===== src/sv/htbd_pkg.sv =====
// Shared types and constants for the Huffman tree bit decoder.
// No dependencies; every other file in sv/ imports this package.
package htbd_pkg;

    localparam int          FC_W      = 10;          // first-child field width
    localparam int          CW        = FC_W + 1;    // child number incl. right step
    localparam logic [9:0]  SLOT_MAX  = 10'd1023;    // child counter saturation
    localparam logic [9:0]  SLOT_INIT = 10'd1;
    localparam logic [9:0]  SLOT_STEP = 10'd2;
    localparam int          TOP_BIT   = 7;
    localparam logic [3:0]  BYTE_BITS = 4'd8;
    localparam logic        REQ_LOAD  = 1'b0;
    localparam logic        REQ_CODE  = 1'b1;

    typedef struct packed {
        logic [7:0]      sym;
        logic            leaf;
        logic [FC_W-1:0] fc;
    } node_t;

    typedef struct packed {
        logic [7:0] sym;
        logic       bad;
        logic       last;
    } res_t;

endpackage


===== src/sv/htbd_out_reg.sv =====
// Output register for result items; reports when it can take a new one.
// Depends on htbd_pkg (res_t).
module htbd_out_reg
    import htbd_pkg::*;
(
    input  logic       clk,
    input  logic       rst_n,
    input  logic       push,
    input  res_t       push_item,
    output logic       free,
    output logic       out_valid,
    input  logic       out_stall,
    output logic [7:0] symbol,
    output logic       bad_code,
    output logic       last_of_byte
);

    logic valid_reg;
    res_t item_reg;

    assign free = !valid_reg || !out_stall;

    always_ff @(posedge clk or negedge rst_n)
    begin
        if (!rst_n)
        begin
            valid_reg <= 1'b0;
        end
        else if (push)
        begin
            valid_reg <= 1'b1;
        end
        else if (!out_stall)
        begin
            valid_reg <= 1'b0;
        end
    end

    always_ff @(posedge clk)
    begin
        if (push)
        begin
            item_reg <= push_item;
        end
    end

    assign out_valid    = valid_reg;
    assign symbol       = item_reg.sym;
    assign bad_code     = item_reg.bad;
    assign last_of_byte = item_reg.last;

endmodule


===== config.mk =====
export PLATFORM = sky130hd
export DESIGN_NAME = htbd_out_reg
export DESIGN_NICKNAME = d
export VERILOG_FILES = /design/src/sv/htbd_pkg.sv /design/src/sv/htbd_out_reg.sv
export SDC_FILE = /design/constraint.sdc
export NUM_CORES = 1
export LEC_CHECK = 0
export BUFFER_PORTS_ARGS = -buffer_cell sky130_fd_sc_hd__buf_2
export CAP_MARGIN = 20
export CORE_AREA = 8 8 45 47
export DETAILED_ROUTE_END_ITERATION = 10
export DIE_AREA = 0 0 53 55
export SYNTH_ARGS = -nofsm -noshare
export SYNTH_HDL_FRONTEND = slang
export SYNTH_SLANG_ARGS = --single-unit

===== constraint.sdc =====
create_clock -name clk -period 0.83 [get_ports clk]
set_input_delay 0.0415 -clock clk [delete_from_list [all_inputs] [get_ports clk]]
set_output_delay 0.0415 -clock clk [all_outputs]
set_load 0.05 [all_outputs]

==> flow_summary.yaml <==
status:
  outcome: "complete, but fails checks"
  violated_checks: "negative setup slack"
synth:
  ys_seq_elements: 11
  synth_area_per_cell_um2: 25.9
  synth-warning-count: 0
  netlist_area_um2: 337
  synthDominantCellAreaShare: 0.892
  synthesis.instances: 13
  netlist_top_cells_area: "sky130_fd_sc_hd__edfxtp_1, sky130_fd_sc_hd__dfrtp_1, sky130_fd_sc_hd__a21o_1"
  synth.distinct_cells: 4
  yosysSeqAreaShare: 0.967
  synth_largest_area_cell: "sky130_fd_sc_hd__edfxtp_1"
  synth_nets: 27
sta:
  slew_headroom: 0.833
  timing.final.setup_violations: 12
  rsz0062_at_grt: "true"
  layout_min_cycle_time_ns: 0.940
  slew_viol_final: 0
  timing.fmax_ghz: 1.06
  share_of_the_clock_period_used_by_the_worst_path_after_layout: 1.13
  setup_total_negative_slack_ns: -0.390
  setup_ws_ns: -0.110
  tightest_pin_transition_ns: 0.251
  worst_case_clock_skew_ns: 0
  timing_hold_violations_final: 0
routing:
  avg_vias_per_cell: 3.86
  detail_route.drc_violations: 0
  detailroute.via_count: 266
  routed_wl_um: 944
  drt_pass1_iterations: 2
  routedWlPerCell_um: 13.7
  route.antenna.remaining_nets: 0
  initialDrtViolationCount: 3
die:
  core_um2: 1380
  die_w_um: 53
  floorplan.initialDensity: 0.243
  fp.dieH_um: 55
  core.rowCount: 14
  full_die_area_um2: 2920
  ios: 26
global_routing:
  number_of_global_route_vias_before_repair: 319
  grt_start_max_net_pins: 12
  first_pass_grt_wire_length_um: 1490
  number_of_antenna_violations_at_the_first_check_in_global_routing: 0
  grt_overflow: 0
  grt_util_all_layers: 0.0724
setup_path:
  timing.critical_path.slowest_stage_cell: "sky130_fd_sc_hd__dfrtp_2"
  crit_fanout: 3
  r2r_slack_ns: 0.14
  critical_path.cell_chain: "nand2_2 -> buf_8"
  worst-endpoint-arrival_ns: 0.90
  worst-endpoint-required_ns: 0.79
  crit_type: "reg2out"
  cp_slowest_stage_delay_ns: 0.42
  critPathLaunchType: "register"
  critical_path.endpoint_type: "output pin"
clock_tree:
  cts.root.buffer_cell: "sky130_fd_sc_hd__clkbuf_4"
  clock_latency_ns: 0.26
  cts_htree_levels: 1
  cts.sinks: 11
  largest_buffer_count_on_any_clock_path: 2
  cts-buffers-inserted: 3
  cts_tree: "yes"
  cts.reportedPaths.clkPinSlew_ns: 0.07
layout:
  share_of_final_layout_standard_cells_stronger_than_drive_strength_1: 0.566
  antennaDiodeCount: 0
  synthesis_to_finish_area_growth_pct: 107
  final_common_cell: "sky130_fd_sc_hd__buf_2"
  final_std_cells_w_o_fill: 69
  most-common-layout-cells: "sky130_fd_sc_hd__buf_2, sky130_fd_sc_hd__dlygate4sd3_1, sky130_fd_sc_hd__edfxtp_1, sky130_fd_sc_hd__buf_6, sky130_fd_sc_hd__clkbuf_4"
  post-route-cell-area_um2: 697
  fillers: 130
  fin_util: 0.504
  num-nets-final: 68
job:
  drv_cap: 0
placed_design:
  placed_cells_incl_taps: 54
  i_o_buffers: 25
  routabilityCongestion: 0.684
  placement.cell_area_um2: 485
power:
  vdd.ir_drop.worst_mv: 0.903
  pwr_density_cell_nw_per_um2: 1980
  cellLeakagePower_nw: 0.301
hold_path:
  holdCritPathClass: "in2reg"
-- stage by stage --
step | total power, mW | worst slack [ns] | hold slack [ns]
after global placement | 0.929 | 0.0968 | -0.183
after detailed placement | 0.930 | 0.0884 | -0.181
after CTS | 1.39 | -0.119 | 0.00850
after global routing | 1.43 | -0.143 | 0.0202
final | 1.38 | -0.110 | 0.0203
after floorplan | 0.847 | 0.0253 | -0.254
-- state kept, by name, indices dropped and copies added, names as in the netlist --
signal,count
out_valid,1
bad_code,1
symbol,8
last_of_byte,1
-- synth_stat cells --
cell type,instances
sky130_fd_sc_hd__edfxtp_1,10
sky130_fd_sc_hd__dfrtp_1,1
sky130_fd_sc_hd__nand2_1,1
sky130_fd_sc_hd__a21o_1,1
-- per-layer routing --
| layer | vias to the layer above | part of all wire | global-route usage |
|---|---|---|---|
| met1 | 111 | 0.45 | 0.0832 |
| met5 | - | 0 | 0 |
| met2 | 25 | 0.36 | 0.0957 |
| li1 | 130 | - | - |
| met4 | 0 | 0 | 0.0388 |
| met3 | 0 | 0.19 | 0.0535 |
-- path summary, 6_finish.rpt --
check,start,endpoint,depth (start not counted)
worst max-delay path,out_valid,free,2
worst min-delay path,out_stall,out_valid,2
worst max register to register,out_valid,out_valid,1
worst min register to register,out_valid,out_valid,1
max in group asynchronous,rst_n,out_valid,2
min in group asynchronous,rst_n,out_valid,2
-- critical path: cells and delay by family, from the launching register on --
kind / cells / cell delay (ns)
buffers and inverters: 1 / 0.14
and+or+nand+nor: 1 / 0.07
DFF: 1 / 0.42
-- layout make-up --
type,instances,area (um2),area share
Multi-Input combinational cell,2,13.8,0.0197
Clock buffer,4,26.3,0.0377
Timing Repair Buffer,36,310,0.445
Sequential cell,11,327,0.469
Tap cell,16,20.0,0.0287
-- power by group --
group | total (mW) | switching, mW | internal, mW | leakage (nW)
Sequential | 0.673 | 0.0200 | 0.653 | 0.108
Clock | 0.357 | 0.172 | 0.186 | 0.0150
Combinational | 0.350 | 0.208 | 0.142 | 0.178
Total | 1.38 | 0.399 | 0.981 | 0.301
-- repair_timing --
action                                  in CTS  in global routing
endpoints found under the setup margin      12                 12
buffers inserted                             0                  0
endpoints found under the hold margin       11                  0
resized for setup                           24                  0
hold buffers                                11                  0
-- cell families (layout without fill, tap and decap cells) --
family,Yosys count,in the layout,share of synthesized area
flops,11,11,0.967
simple gates,1,1,0.0111
buf+inv,0,40,0
compound gates,1,1,0.0223
Note: power is estimated with default switching activity, not from simulation.
