--- config.mk ---
export PLATFORM = sky130hd
export DESIGN_NAME = htbd_walk
export DESIGN_NICKNAME = d
export VERILOG_FILES = /design/src/sv/htbd_pkg.sv /design/src/sv/htbd_walk.sv
export SDC_FILE = /design/constraint.sdc
export NUM_CORES = 1
export LEC_CHECK = 0
export BUFFER_PORTS_ARGS = -buffer_cell sky130_fd_sc_hd__buf_4
export CAP_MARGIN = 20
export CORE_MARGIN = 2
export CORE_UTILIZATION = 60
export CTS_BUF_LIST = sky130_fd_sc_hd__clkbuf_4
export CTS_CLUSTER_SIZE = 16
export DETAILED_ROUTE_END_ITERATION = 7
export PLACE_DENSITY = 0.95
export SYNTH_ARGS = -nofsm -noshare
export SYNTH_HDL_FRONTEND = slang
export SYNTH_SLANG_ARGS = --single-unit
--- constraint.sdc ---
create_clock -name clk -period 5.2 [get_ports clk]
set_input_delay 0.78 -clock clk [delete_from_list [all_inputs] [get_ports clk]]
set_output_delay 0.78 -clock clk [all_outputs]
set_load 0.05 [all_outputs]
--- src/sv/htbd_pkg.sv ---
// Shared types and constants for the Huffman tree bit decoder.
// No dependencies; every other file in sv/ imports this package.
package htbd_pkg;

    localparam int          FC_W      = 10;          // first-child field width
    localparam int          CW        = FC_W + 1;    // child number incl. right step
    localparam logic [9:0]  SLOT_MAX  = 10'd1023;    // child counter saturation
    localparam logic [9:0]  SLOT_INIT = 10'd1;
    localparam logic [9:0]  SLOT_STEP = 10'd2;
    localparam int          TOP_BIT   = 7;
    localparam logic [3:0]  BYTE_BITS = 4'd8;
    localparam logic        REQ_LOAD  = 1'b0;
    localparam logic        REQ_CODE  = 1'b1;

    typedef struct packed {
        logic [7:0]      sym;
        logic            leaf;
        logic [FC_W-1:0] fc;
    } node_t;

    typedef struct packed {
        logic [7:0] sym;
        logic       bad;
        logic       last;
    } res_t;

endpackage

--- src/sv/htbd_walk.sv ---
// Tree loader and bit walker: drives the node store, holds the walk
// position and the child counter, stages results. Depends on htbd_pkg.
module htbd_walk
    import htbd_pkg::*;
#(
    parameter int MAX_NODES = 512,
    parameter int AW        = 9,
    parameter int NLW       = 10
) (
    input  logic          clk,
    input  logic          rst_n,
    input  logic          in_valid,
    output logic          in_stall,
    input  logic          req_type,
    input  logic          restart_tree,
    input  logic [7:0]    node_symbol,
    input  logic          node_is_leaf,
    input  logic [7:0]    code_byte,
    input  logic          final_byte,
    input  logic [3:0]    valid_bits,
    output logic          wr_en,
    output logic [AW-1:0] wr_addr,
    output node_t         wr_data,
    output logic          rd_en,
    output logic [AW-1:0] rd_addr,
    input  node_t         rd_data,
    input  logic          out_free,
    output logic          push,
    output res_t          push_item
);

    typedef enum logic {ST_IDLE, ST_RUN} state_t;

    state_t          state_reg;
    logic [NLW-1:0]  nl_reg;
    logic [9:0]      slot_reg;
    logic            root_leaf_reg;
    logic [FC_W-1:0] root_fc_reg;
    logic            at_root_reg;
    logic            cur_leaf_reg;
    logic [FC_W-1:0] cur_fc_reg;
    logic            pend_reg;
    logic [7:0]      code_reg;
    logic [3:0]      left_reg;
    logic            fin_reg;
    logic            stg_valid_reg;
    logic [7:0]      stg_sym_reg;
    logic            stg_bad_reg;

    logic            accept;
    logic            ld_go;
    logic            ld_plain;
    logic [10:0]     slot_sum;
    logic [9:0]      slot_adv;
    logic            d_term;
    logic            base_leaf;
    logic [FC_W-1:0] base_fc;
    logic            go;
    logic            finish;
    logic            start;
    logic [CW-1:0]   child;
    logic            start_err;
    logic            new_res;
    logic [3:0]      nbits;

    assign in_stall = (state_reg != ST_IDLE);
    assign accept   = in_valid && !in_stall;
    assign ld_go    = accept && (req_type == REQ_LOAD);
    assign ld_plain = !restart_tree && (nl_reg < NLW'(MAX_NODES));

    // saturating child counter advance
    assign slot_sum = {1'b0, slot_reg} + {1'b0, SLOT_STEP};
    assign slot_adv = slot_sum[10] ? SLOT_MAX : slot_sum[9:0];

    always_comb
    begin
        wr_data.sym  = node_symbol;
        wr_data.leaf = node_is_leaf;
        if (node_is_leaf)
        begin
            wr_data.fc = '0;
        end
        else if (restart_tree)
        begin
            wr_data.fc = SLOT_INIT;
        end
        else
        begin
            wr_data.fc = slot_reg;
        end
    end

    assign wr_en   = ld_go && (restart_tree || ld_plain);
    assign wr_addr = restart_tree ? '0 : nl_reg[AW-1:0];

    assign nbits = (final_byte && valid_bits >= 4'd1 && valid_bits <= BYTE_BITS)
                   ? valid_bits : BYTE_BITS;

    // fetched child: a leaf, or an inner node whose left child is missing
    assign d_term = rd_data.leaf || (CW'(rd_data.fc) >= CW'(nl_reg));

    always_comb
    begin
        if (pend_reg)
        begin
            base_leaf = rd_data.leaf;
            base_fc   = rd_data.fc;
        end
        else if (at_root_reg)
        begin
            base_leaf = root_leaf_reg;
            base_fc   = root_fc_reg;
        end
        else
        begin
            base_leaf = cur_leaf_reg;
            base_fc   = cur_fc_reg;
        end
    end

    assign go        = (state_reg == ST_RUN) && out_free;
    assign finish    = !pend_reg && (left_reg == 4'd0);
    assign start     = (left_reg != 4'd0) && !(pend_reg && d_term);
    assign child     = CW'(base_fc) + CW'(code_reg[TOP_BIT]);
    assign start_err = base_leaf || (child >= CW'(nl_reg));
    assign new_res   = (pend_reg && d_term) || (start && start_err);

    assign rd_en   = go && start && !start_err;
    assign rd_addr = child[AW-1:0];

    // staged result goes out when the next one shows up or the byte ends
    assign push           = go && stg_valid_reg && (finish || new_res);
    assign push_item.sym  = stg_sym_reg;
    assign push_item.bad  = stg_bad_reg;
    assign push_item.last = finish;

    always_ff @(posedge clk or negedge rst_n)
    begin
        if (!rst_n)
        begin
            state_reg     <= ST_IDLE;
            nl_reg        <= '0;
            slot_reg      <= SLOT_INIT;
            root_leaf_reg <= 1'b0;
            root_fc_reg   <= '0;
            at_root_reg   <= 1'b1;
            pend_reg      <= 1'b0;
            left_reg      <= '0;
            fin_reg       <= 1'b0;
            stg_valid_reg <= 1'b0;
        end
        else
        begin
            unique case (state_reg)
                ST_IDLE:
                begin
                    if (ld_go)
                    begin
                        if (restart_tree)
                        begin
                            nl_reg        <= NLW'(1);
                            slot_reg      <= node_is_leaf ? SLOT_INIT : (SLOT_INIT + SLOT_STEP);
                            root_leaf_reg <= wr_data.leaf;
                            root_fc_reg   <= wr_data.fc;
                            at_root_reg   <= 1'b1;
                        end
                        else if (ld_plain)
                        begin
                            nl_reg <= nl_reg + NLW'(1);
                            if (!node_is_leaf)
                            begin
                                slot_reg <= slot_adv;
                            end
                            if (nl_reg == '0)
                            begin
                                root_leaf_reg <= wr_data.leaf;
                                root_fc_reg   <= wr_data.fc;
                            end
                        end
                    end
                    else if (accept)
                    begin
                        left_reg  <= nbits;
                        fin_reg   <= final_byte;
                        pend_reg  <= 1'b0;
                        state_reg <= ST_RUN;
                    end
                end
                ST_RUN:
                begin
                    if (go)
                    begin
                        if (finish)
                        begin
                            stg_valid_reg <= 1'b0;
                            if (fin_reg)
                            begin
                                at_root_reg <= 1'b1;
                            end
                            state_reg <= ST_IDLE;
                        end
                        else
                        begin
                            if (new_res)
                            begin
                                stg_valid_reg <= 1'b1;
                            end
                            if (pend_reg && !d_term && !(start && start_err))
                            begin
                                at_root_reg <= 1'b0;
                            end
                            if (pend_reg && d_term)
                            begin
                                at_root_reg <= 1'b1;
                                pend_reg    <= 1'b0;
                            end
                            else if (start)
                            begin
                                left_reg <= left_reg - 4'd1;
                                if (start_err)
                                begin
                                    at_root_reg <= 1'b1;
                                    pend_reg    <= 1'b0;
                                end
                                else
                                begin
                                    pend_reg <= 1'b1;
                                end
                            end
                            else
                            begin
                                pend_reg <= 1'b0;
                            end
                        end
                    end
                end
                default:
                begin
                    state_reg <= ST_IDLE;
                end
            endcase
        end
    end

    always_ff @(posedge clk)
    begin
        if (accept && req_type == REQ_CODE)
        begin
            code_reg <= code_byte;
        end
        else if (go && !finish && !(pend_reg && d_term) && start)
        begin
            code_reg <= {code_reg[TOP_BIT-1:0], 1'b0};
        end
        if (go && !finish && pend_reg && !d_term)
        begin
            cur_leaf_reg <= rd_data.leaf;
            cur_fc_reg   <= rd_data.fc;
        end
        if (go && !finish && new_res)
        begin
            stg_sym_reg <= (pend_reg && d_term) ? rd_data.sym : 8'd0;
            stg_bad_reg <= !(pend_reg && d_term);
        end
    end

endmodule

==> flow_summary.toml <==
[routing]
route.final.wire_length_mm = 10.52
vias_per_cell = 6.000
via_count = 3570
detailedRoute.firstPassIterationCount = 5
final_antenna_net_count = 0
wl_per_cell_um = 17.68
drt_iter0_drc = 367
route.detailed.drc = 0

[critical_path]
crit_required_ps = 4420
arrival_ps = 4060
crit_type = "reg2out"
critical_path.endpoint_type = "output pin"
startpoint_type = "flop"
largest_fanout_on_the_critical_path = 12

[yosys]
synth_ff_type = "sky130_fd_sc_hd__dfrtp_1"
synth.yosys.seq_area_share_pct = 44.01
async_flop_share_pct = 58.82
post_synth_edffs = 28
synthDominantCellAreaShare_pct = 22.69
synthesis.nets = 496
yosys.area.top_type = "sky130_fd_sc_hd__dfrtp_1"
ys_ff_latch = 68
syn-mean-instance-area_sq_um = 9.953
post_synth_num_cell_types = 60
mappedNetlistArea_sq_um = 4190
netlist_instances = 421
ys_top_cells_by_count = "sky130_fd_sc_hd__nor2_1, sky130_fd_sc_hd__dfrtp_1, sky130_fd_sc_hd__nand2_1, sky130_fd_sc_hd__edfxtp_1, sky130_fd_sc_hd__ha_1"
synth.area.top_cells = "sky130_fd_sc_hd__dfrtp_1, sky130_fd_sc_hd__edfxtp_1, sky130_fd_sc_hd__ha_1"
synth.yosys.warnings = 0
yosysMostFrequentCell = "sky130_fd_sc_hd__nor2_1"

[floorplanning]
die_width_um = 87.57
number_of_top_level_pins = 98
fp.coreArea_sq_um = 6794
floorplan.die.height_um = 87.57
num_rows = 30
die-area_sq_um = 7669
floorplan.initialDensity_pct = 61.68

[clock_network]
numCtsBuffers = 9
cts_hold_repair.buffers = 0
htree_num_levels = 3
clockRootBuffer = "sky130_fd_sc_hd__clkbuf_4"
insertion_delay_ps = 430
tritoncts = "built"
clkSinkCount = 68
cts_setup_buffers = 0
worst_setup_hold_path_clk_slew_ps = 110
cts.repair.resized = 0
cts-root-to-sink-buffers = 2

[sta]
final_period_util_pct = 93.09
fin_skew_ps = 17.78
totalNegativeSetupSlack_ps = 0
final.min_clock_period_ps = 4841
max_freq_ghz = 0.2066
timing_hold_violations_final = 0
rsz0062_at_grt = "false"
max_slew.worst_pin.slew_ps = 925.0
maxSlewViolCount = 0
finalSetupViolations = 0
worst_slew_margin_rel_pct = 38.10

[grt]
gr-usage-met3_pct = 5.184
grt_pass1_wl_mm = 16.68
grt.overflow.total = 0
grt_start_max_net_pins = 41
grtUsageTotal_pct = 28.69
globalRoute.busiestLayer = "met2"
number_of_antenna_violations_at_the_first_check_in_global_routing = 0
via_count_of_the_first_global_routing_pass = 3395
grt_use_met1_pct = 38.06
grtUsageMet2_pct = 45.18

[finish]
finalNonFillerCells = 595
design.final.nets = 569
drive_above_1_share_pct = 27.45
areaGrowthSynthToFinish_pct = 17.44
final_antenna_diode_count = 0

[placed_design]
routabilityCongestion = 0.9647
dp.cells = 577
buffer_ports.inserted = 81
hpwlAfterDp_mm = 7.968

[status]
outcome = "finished clean"

[pwr]
cellLeakagePower_uw = 0.002266
worst_ir_drop_vdd_mv = 0.2168
power_per_cell_area_nw_per_um2 = 529.5

[job]
maxCapViolCount = 0

[hold_path]
hold_class = "in2async"
-- metrics by stage --
stage / total power (uW) / hold WS, ps / cell area, sq um / worst slack [ps] / utilization [%]
floorplan: 1926 / 473.0 / 4199 / 113.5 / -
global placement: 2212 / 498.9 / 4797 / 994.6 / 70.61
detailed placement: 2290 / 496.6 / 4797 / 849.6 / 70.61
CTS: 2592 / 321.6 / 4906 / 363.1 / 72.21
global route: 2776 / 337.4 / 4921 / 70.84 / 72.43
finish: 2606 / 313.9 / 4921 / 359.1 / 72.43
-- where the power goes --
part           internal, uW  switching, uW
combinational           494            941
clock                   111            186
sequential              743            132
-- cells by family (layout without fill, tap and decap cells) --
kind of cell             after synthesis  in the layout  synth area share, %
AO/OA/AOI/OAI                         86             86                13.62
XOR/XNOR                              14             14                2.926
adder cells (fa/ha/maj)               28             28                8.361
buffers and inverters                 47            125                5.613
flip-flops                            68             68                44.01
multiplexers                          32             32                8.211
AND/OR/NAND/NOR                      146            146                17.26
-- critical path: stages, from the launching register on --
cell                       delay [ps]
sky130_fd_sc_hd__dfstp_2          770
sky130_fd_sc_hd__mux2i_1          140
sky130_fd_sc_hd__o21ai_0          240
sky130_fd_sc_hd__ha_1             220
sky130_fd_sc_hd__ha_1             180
sky130_fd_sc_hd__nand2_1          140
sky130_fd_sc_hd__nor2_1           190
sky130_fd_sc_hd__nand3_1          110
sky130_fd_sc_hd__xnor2_1          210
sky130_fd_sc_hd__ha_1             270
sky130_fd_sc_hd__a21oi_1          130
sky130_fd_sc_hd__o22ai_1          110
sky130_fd_sc_hd__a211oi_2         250
sky130_fd_sc_hd__o41ai_4          160
sky130_fd_sc_hd__nor4_4           250
sky130_fd_sc_hd__buf_4            240
-- path summary, 6_finish.rpt --
path	startpoint	to	slack, ps	depth (start not counted)
min in group clk	root_fc_reg[9]	root_fc_reg[9]	520	1
max in group asynchronous	rst_n	fin_reg	4500	1
worst min-delay path	rst_n	nl_reg[1]	310	1
worst min register to register	root_fc_reg[9]	root_fc_reg[9]	520	1
worst max register to register	at_root_reg	stg_sym_reg[7]	1090	14
worst max-delay path	at_root_reg	rd_en	360	15
-- layout by cell type, fill, tap and decap left out, drive strengths merged, types with 3 or more instances in the layout --
master / netlist / routed
buf: 18 / 85
o211ai: 5 / 5
nand2: 38 / 38
clkbuf: 5 / 12
edfxtp: 28 / 28
nor3: 9 / 9
o21ai: 30 / 30
nand3: 10 / 10
o31ai: 3 / 3
and2: 20 / 20
xnor2: 11 / 11
xor2: 3 / 3
ha: 28 / 28
a21oi: 20 / 20
nor4: 3 / 3
nand4: 6 / 6
a211oi: 4 / 4
o22ai: 5 / 5
mux2: 19 / 19
a31oi: 3 / 3
mux2i: 13 / 13
inv: 24 / 24
or3b: 3 / 3
nor2: 44 / 44
a31o: 3 / 3
dfrtp: 38 / 38
clkinv: 0 / 4
-- layout make-up --
class                      count  area (sq um)
multi-input combinational    306          2120
clock inverter                 4         18.77
fill                         446          1873
clock buffer                  12         90.09
inverter                      24         90.09
timing repair buffer          85         638.1
sequential                    68          1844
tap                           96         120.1
-- metal layers --
layer | wire (um) | part of all wire [%]
met1 | 4240 | 40
met2 | 5047 | 48
met3 | 896 | 8.5
met4 | 334 | 3.2
met5 | 0 | 0
Power figures use the tool's default switching activity.
